==> src/hdl/assert_macros.svh <==
// assertion helpers for the scaler blocks
`ifndef ASSERT_MACROS_SVH
`define ASSERT_MACROS_SVH
`ifndef SYNTHESIS
`define ASSERT_CLK(label, clk, rst, prop) \
  label: assert property (@(posedge clk) disable iff (rst) prop) else $error("assertion failed");
`define ASSERT_NEXT(label, clk, rst, pre, post) \
  label: assert property (@(posedge clk) disable iff (rst) (pre) |=> (post)) else $error("assertion failed");
`else
`define ASSERT_CLK(label, clk, rst, prop)
`define ASSERT_NEXT(label, clk, rst, pre, post)
`endif
`endif

==> src/hdl/biu_pkg.sv <==
`timescale 1ns / 1ps
package biu_pkg;
  localparam int unsigned FRAC_W = 9;
  localparam logic [7:0] ALPHA = 8'hFF;
  localparam logic KIND_LOAD = 1'b0;
  localparam logic KIND_SAMPLE = 1'b1;
  localparam logic CFG_OUT_WIDTH = 1'b0;
  localparam logic CFG_OUT_HEIGHT = 1'b1;

  // one channel blend a + floor((b-a)*f/256), f in 0..256
  function automatic logic [7:0] blend(input logic [7:0] a, input logic [7:0] b,
                                       input logic [8:0] f);
    logic signed [9:0] d;
    logic signed [19:0] p;
    logic signed [19:0] s;
    begin
      d = $signed({2'b00, b}) - $signed({2'b00, a});
      p = d * $signed({1'b0, f});
      s = p >>> 8;
      blend = 8'(s + $signed({12'd0, a}));
    end
  endfunction
endpackage

==> src/hdl/biu_locate.sv <==
`timescale 1ns / 1ps
// pipelined coordinate mapper: q = c*(src-1)*256/div, restoring divide one bit per stage
module biu_locate import biu_pkg::*; #(
  parameter int unsigned SRC = 384,
  parameter int unsigned CW = 12,
  parameter int unsigned DW = 13,
  parameter int unsigned PW = $clog2(SRC)
) (
  input  logic                     clk,
  input  logic                     en,
  input  logic [CW-1:0]            coord,
  input  logic [DW-1:0]            div,
  output logic [$clog2(SRC)-1:0]   idx,
  output logic [FRAC_W-1:0]        frac
);
  localparam int unsigned SW = PW;
  localparam int unsigned NW = CW + SW + 8;
  localparam int unsigned IW = $clog2(SRC);
  localparam logic [SW-1:0] SM1 = SW'(SRC - 1);

  logic [NW-1:0] num_q;
  logic [DW-1:0] div_q;
  logic [NW-1:0] quo [1:NW];
  logic [DW:0]   rem [1:NW];
  logic [NW-1:0] nrm [1:NW];
  logic [DW-1:0] dv  [1:NW];

  always_ff @(posedge clk) begin
    if (en) begin
      num_q <= {(CW+SW)'(coord) * (CW+SW)'(SM1), 8'd0};
      div_q <= div;
    end
  end

  for (genvar s = 0; s < NW; s++) begin : g_div
    logic [NW-1:0] qi;
    logic [NW-1:0] ni;
    logic [DW:0]   ri;
    logic [DW-1:0] di;
    logic [DW+1:0] t;
    logic [NW-1:0] qn;
    logic [DW:0]   rn;
    if (s == 0) begin : g_first
      assign qi = '0;
      assign ri = '0;
      assign ni = num_q;
      assign di = div_q;
    end else begin : g_next
      assign qi = quo[s];
      assign ri = rem[s];
      assign ni = nrm[s];
      assign di = dv[s];
    end
    always_comb begin
      t = {ri, ni[NW-1]};
      if (t >= {2'b00, di}) begin
        rn = (DW+1)'(t - {2'b00, di});
        qn = {qi[NW-2:0], 1'b1};
      end else begin
        rn = t[DW:0];
        qn = {qi[NW-2:0], 1'b0};
      end
    end
    always_ff @(posedge clk) begin
      if (en) begin
        quo[s+1] <= qn;
        rem[s+1] <= rn;
        nrm[s+1] <= {ni[NW-2:0], 1'b0};
        dv[s+1]  <= di;
      end
    end
  end

  always_ff @(posedge clk) begin
    if (en) begin
      if (quo[NW][NW-1:8] > (NW-8)'(SRC - 2)) begin
        idx  <= IW'(SRC - 2);
        frac <= FRAC_W'(256);
      end else begin
        idx  <= quo[NW][8 +: IW];
        frac <= {1'b0, quo[NW][7:0]};
      end
    end
  end
endmodule

==> config.mk <==
export PLATFORM = sky130hd
export DESIGN_NAME = biu_locate
export DESIGN_NICKNAME = d
export VERILOG_FILES = /design/src/hdl/assert_macros.svh /design/src/hdl/biu_pkg.sv /design/src/hdl/biu_locate.sv
export SDC_FILE = /design/constraint.sdc
export NUM_CORES = 2
export LEC_CHECK = 0
export BUFFER_PORTS_ARGS = -buffer_cell sky130_fd_sc_hd__buf_2
export CAP_MARGIN = 40
export CORE_MARGIN = 2
export CORE_UTILIZATION = 64
export CTS_CLUSTER_DIAMETER = 30
export DETAILED_ROUTE_END_ITERATION = 12
export PLACE_DENSITY = 0.8
export RECOVER_POWER = 25
export SLEW_MARGIN = 15
export SYNTH_ARGS = -nofsm -noshare
export SYNTH_HDL_FRONTEND = slang
export SYNTH_SLANG_ARGS = --single-unit
==> constraint.sdc <==
create_clock -name clk -period 6.46 [get_ports clk]
set_input_delay 0.646 -clock clk [delete_from_list [all_inputs] [get_ports clk]]
set_output_delay 0.646 -clock clk [all_outputs]
set_load 0.02 [all_outputs]
=== Word level (Yosys, flattened, before mapping) ===
Memories as Yosys holds them, arrays and structs flattened.
Index checks and enable logic that the tools add are counted.
W data, S select, Z words.

* Bits in registers: 52
* Bits in writable memories: 2,436
* Input bits: 27
* Output and inout bits: 18
* Word-level logic and storage cells: 130
* Memories: 4

{| class="wikitable"
|+ Memories
! memory !! depth !! width !! rd ports !! clocked after Yosys merged registers in !! write ports !! RTL line !! text
|-
| quo || 29 || 29 || 29 || 0 || 29 || biu_locate.sv:23 || <nowiki>logic [NW-1:0] quo [1:NW];</nowiki>
|-
| nrm || 29 || 28 || 28 || 0 || 29 || biu_locate.sv:25 || <nowiki>logic [NW-1:0] nrm [1:NW];</nowiki>
|-
| rem || 29 || 14 || 28 || 0 || 29 || biu_locate.sv:24 || <nowiki>logic [DW:0] rem [1:NW];</nowiki>
|-
| dv || 29 || 13 || 28 || 0 || 29 || biu_locate.sv:26 || <nowiki>logic [DW-1:0] dv [1:NW];</nowiki>
|}

* Add/sub/neg operators: 29
* Multiply operators: 1
* Order comparisons: 30
* Mux-type cells: 61

{| class="wikitable"
|+ Operators by type and width
! cell !! number
|-
| $ge A15 B13 Y1 || 28
|-
| $mux W14 || 29
|-
| $sub A14 B13 Y14 || 28
|-
| $mux W1 || 31
|-
| $gt A21 B9 Y1 const B || 1
|-
| $mul A12 B9 Y21 const B || 1
|-
| $sub A1 B13 Y14 || 1
|-
| $ge A1 B13 Y1 || 1
|-
| $mux W9 || 1
|}

=== Logic depth before layout (Yosys ltp) ===
An unclocked memory read counts as a cell.

* Depth after elaboration: 3
* Mapped depth: 16
* Depth with buffers taken out: 16

=== Worst setup path before layout ===
OpenSTA, ideal clock, no wires.

* Path kind: input to register
* Start: in coord[6]
* End: reg num_q[28] (netlist: g_div[0].ni[28]) (data pin)
* Library setup time: 289 ps
* Data arrival time: 4,393 ps
* Slack: 1,778 ps
* Cell stages on the path: 11
* Cells stage by stage: inv_1 > fa_1 > fa_1 > fa_1 > fa_1 > inv_1 > ha_1 > a2111oi_0 > a211oi_1 > a211oi_1 > o311ai_0

* Word-level cells in the longest chain between the ends: 1

{| class="wikitable"
|+ Ends and longest elaborated chain
! what !! RTL line !! text
|-
| start: declaration || biu_locate.sv:11 || <nowiki>input logic [CW-1:0] coord,</nowiki>
|-
| $mul A12 B9 Y21 || biu_locate.sv:30 || <nowiki>num_q <= {(CW+SW)'(coord) * (CW+SW)'(SM1), 8'd0};</nowiki>
|-
| end signal: assignment || biu_locate.sv:30 ||
|-
| end: declaration || biu_locate.sv:21 || <nowiki>logic [NW-1:0] num_q;</nowiki>
|}

No other way between the ends.
A chain may end at the register's enable or synchronous reset.

=== Worst setup path after layout ===
* Start: in coord[6]
* End: reg num_q[26] (netlist: g_div[0].ni[26]) (data pin)

The elaborated chain is that of the path after synthesis.

==> flow_summary.json <==
{
  "routabilityCongestion": 0.877,
  "cp_max_fo": 5,
  "crit_required_ns": 6.94,
  "synth_top_family_by_area": "compound AO/OA/AOI/OAI gates",
  "avgSynthCellArea_um2": 13.5,
  "post-cts-setup-buffers": 0,
  "syn-num-nets": 5587,
  "finalSetupTns_ns": 0,
  "final_nets": 5841,
  "hpwlAfterDp_um": 81700,
  "netlist_instances": 5071,
  "drive_above_1_share_pct": 12.1,
  "final_common_cell": "edfxtp_1",
  "fp.dieW_um": 331,
  "dieArea_um2": 109000,
  "worst_setup_path_end_kind": "register",
  "numPlacedInstances": 6463,
  "core_um2": 106000,
  "antenna_found_initial": 1,
  "grt_pass1_vias": 40700,
  "tightest_slew_ns": 1.10,
  "p_leak_uw": 0.0312,
  "seq_area_frac_synth_pct": 63.8,
  "final-hold-violation-count": 0,
  "wl_per_cell_um": 18.8,
  "clkSinkCount": 1453,
  "r2r-end": "rem[1][48]",
  "ctsHoldBuffers": 12,
  "cts_root_buf": "clkbuf_16",
  "synthMuxAreaShare_pct": 2.12,
  "p_per_area_nw_per_um2": 499,
  "area_growth_pct": 15.8,
  "cp-start-kind": "primary input",
  "drv_slew": 0,
  "hold_end": "div_q[12]",
  "dr.pass1.iters": 7,
  "cts_buffers": 238,
  "grt_max_degree": 185,
  "synth_edf_count": 1453,
  "mostFrequentLayoutCells": "edfxtp_1 (1,453), inv_1 (566), ha_1 (414), a21oi_1 (404), nor2_1 (385)",
  "clockBufferDepth": 3,
  "grt_usage_pct": 24.0,
  "criticalPathCategory": "in -> reg",
  "start_util_pct": 64.8,
  "ant_nets": 0,
  "synthXorXnorAreaFrac_pct": 3.06,
  "insertion_delay_ns": 0.83,
  "ir_drop_mv": 0.364,
  "min_from": "div[12]",
  "drc": 0,
  "cap_violations": 0,
  "cts_tree": "done",
  "clk_pin_slew_ns": 0.05,
  "num_vias": 40600,
  "die_y_um": 331,
  "drt_iter0_markers": 3446,
  "pin_count": 45,
  "hold_depth": 1,
  "grt_pass1_wl_um": 209000,
  "fmax_mhz": 221,
  "grt_overflow": 0,
  "ys_ff_latch": 1453,
  "synth_area_um2": 68400,
  "synth_warnings": 0,
  "r2r-start": "dv[1][27]",
  "setup_viol": 0,
  "ff2ff_path_depth": 9,
  "routed_via_density": 5.86,
  "htree_levels": 4,
  "synthArstFlopShare_pct": 0,
  "ys.flop_type": "edfxtp_1",
  "holdWs_ns": 0.0573,
  "io_buffers": 44,
  "wirelength_um": 130000,
  "slew_headroom_pct": 26.5,
  "arrival_ns": 5.02,
  "synth.distinct_cells": 90,
  "synthAdderAreaFrac_pct": 9.77,
  "fin_crit_ns": 4.53,
  "fin_skew_ns": 0.0819,
  "instances_no_fill": 6928,
  "finalCritPeriodShare_pct": 70.2,
  "synth_compound_area_share_pct": 10.9,
  "synth-simple-area-share_pct": 6.72,
  "cts_resized": 0,
  "reg2reg_slack_ns": 3.20,
  "rsz0062_at_grt": "no",
  "num_rows": 119,
  "status": "completed",
  "hold_class": "in -> reg"
}
[critical path: stages]
cell,delay (ns)
buf_2,0.11
inv_1,0.11
fa_1,0.62
fa_1,0.46
fa_1,0.53
fa_1,0.55
inv_1,0.04
ha_1,0.35
a2111oi_0,0.54
a211oi_1,0.15
a211oi_1,0.65
o311ai_0,0.24
[state kept, by name, indices dropped and copies added, names as in the netlist]
| register | count |
|---|---|
| frac | 9 |
| quo | 435 |
| g_div.ni | 21 |
| rem | 392 |
| idx | 9 |
| div_q | 13 |
| dv | 364 |
| nrm | 210 |
[final cells by class]
class	count	area (um2)
Sequential cell	1453	43600
Fill cell	6071	26400
Multi-Input combinational cell	2978	22200
Clock buffer	253	6010
Clock inverter	198	2690
Inverter	569	2140
Tap cell	1391	1740
Timing Repair Buffer	85	724
Antenna cell	1	2.50
[cell usage after synthesis, drive strengths merged (7+ instances only)]
master / count / share of area, %
a22oi: 8 / 0.088
ha: 414 / 7.6
and4: 11 / 0.14
nor2: 386 / 2.1
mux2: 112 / 1.9
a21o: 82 / 0.90
a41oi: 7 / 0.090
nand2b: 58 / 0.53
a211o: 12 / 0.15
nand4: 45 / 0.41
fa: 75 / 2.2
a31o: 27 / 0.36
or2: 15 / 0.14
o21a: 85 / 0.93
a2111oi: 21 / 0.31
or3: 18 / 0.16
o21bai: 34 / 0.37
o31a: 40 / 0.52
nand2: 177 / 0.97
mux2i: 17 / 0.25
nor3: 37 / 0.27
o22ai: 8 / 0.073
o21ai: 227 / 1.7
nor4: 8 / 0.073
xor2: 99 / 1.3
edfxtp: 1453 / 64
xnor2: 140 / 1.8
a221oi: 16 / 0.22
and3: 32 / 0.30
inv: 568 / 3.1
clkbuf: 24 / 0.13
a21boi: 15 / 0.17
a211oi: 40 / 0.47
a31oi: 23 / 0.22
nand3b: 7 / 0.077
and2: 19 / 0.17
o31ai: 22 / 0.24
nor2b: 68 / 0.62
buf: 47 / 0.39
o211ai: 24 / 0.28
nand3: 71 / 0.52
a21oi: 404 / 3.0
[routing by layer]
layer / part of all wire, % / up-vias / global-route usage, %
li1: - / 19300 / -
met1: 42 / 19600 / 31.6
met2: 49 / 1428 / 40.0
met3: 5.9 / 307 / 3.94
met4: 3.2 / 0 / 9.60
met5: 0 / - / 0
[per-stage QoR]
stage          setup WS [ns]  total power [uW]  util [%]  area [um2]
6_report                1.93             39500      75.0       79200
3_5_place_dp            1.08             25800      66.6       70300
4_1_cts                 1.93             39600      75.0       79100
2_1_floorplan           1.78             23000         -       68400
5_1_grt                 1.61             41600      75.0       79200
3_3_place_gp            1.16             25400      66.5       70200
[report_power, final]
| part | leakage [uW] | internal, uW | switching (uW) |
|---|---|---|---|
| registers | 0.0141 | 13000 | 1020 |
| logic | 0.0130 | 5320 | 6870 |
| clock network | 0.00415 | 8430 | 4820 |
| total | 0.0312 | 26800 | 12700 |
[how the worst max path moves through the flow]
stage,startpoint,end,slack [ns],cells after the start
6_report,coord[6],g_div[0].ni[26],1.93,12
5_1_grt,coord[6],g_div[0].ni[26],1.61,13
4_1_cts,coord[6],g_div[0].ni[26],1.93,12
3_5_place_dp,coord[6],g_div[0].ni[28],1.08,12
3_3_place_gp,coord[6],g_div[0].ni[28],1.16,12
2_1_floorplan,coord[6],g_div[0].ni[28],1.78,11
[logic make-up after synthesis]
kind of cell / after synthesis
AO/OA/AOI/OAI: 1153
multiplexers: 129
buffers and inverters: 640
AND/OR/NAND/NOR: 968
flip-flops: 1453
adder cells (fa/ha/maj): 489
XOR/XNOR: 239
(Power assumes the default switching activity.)
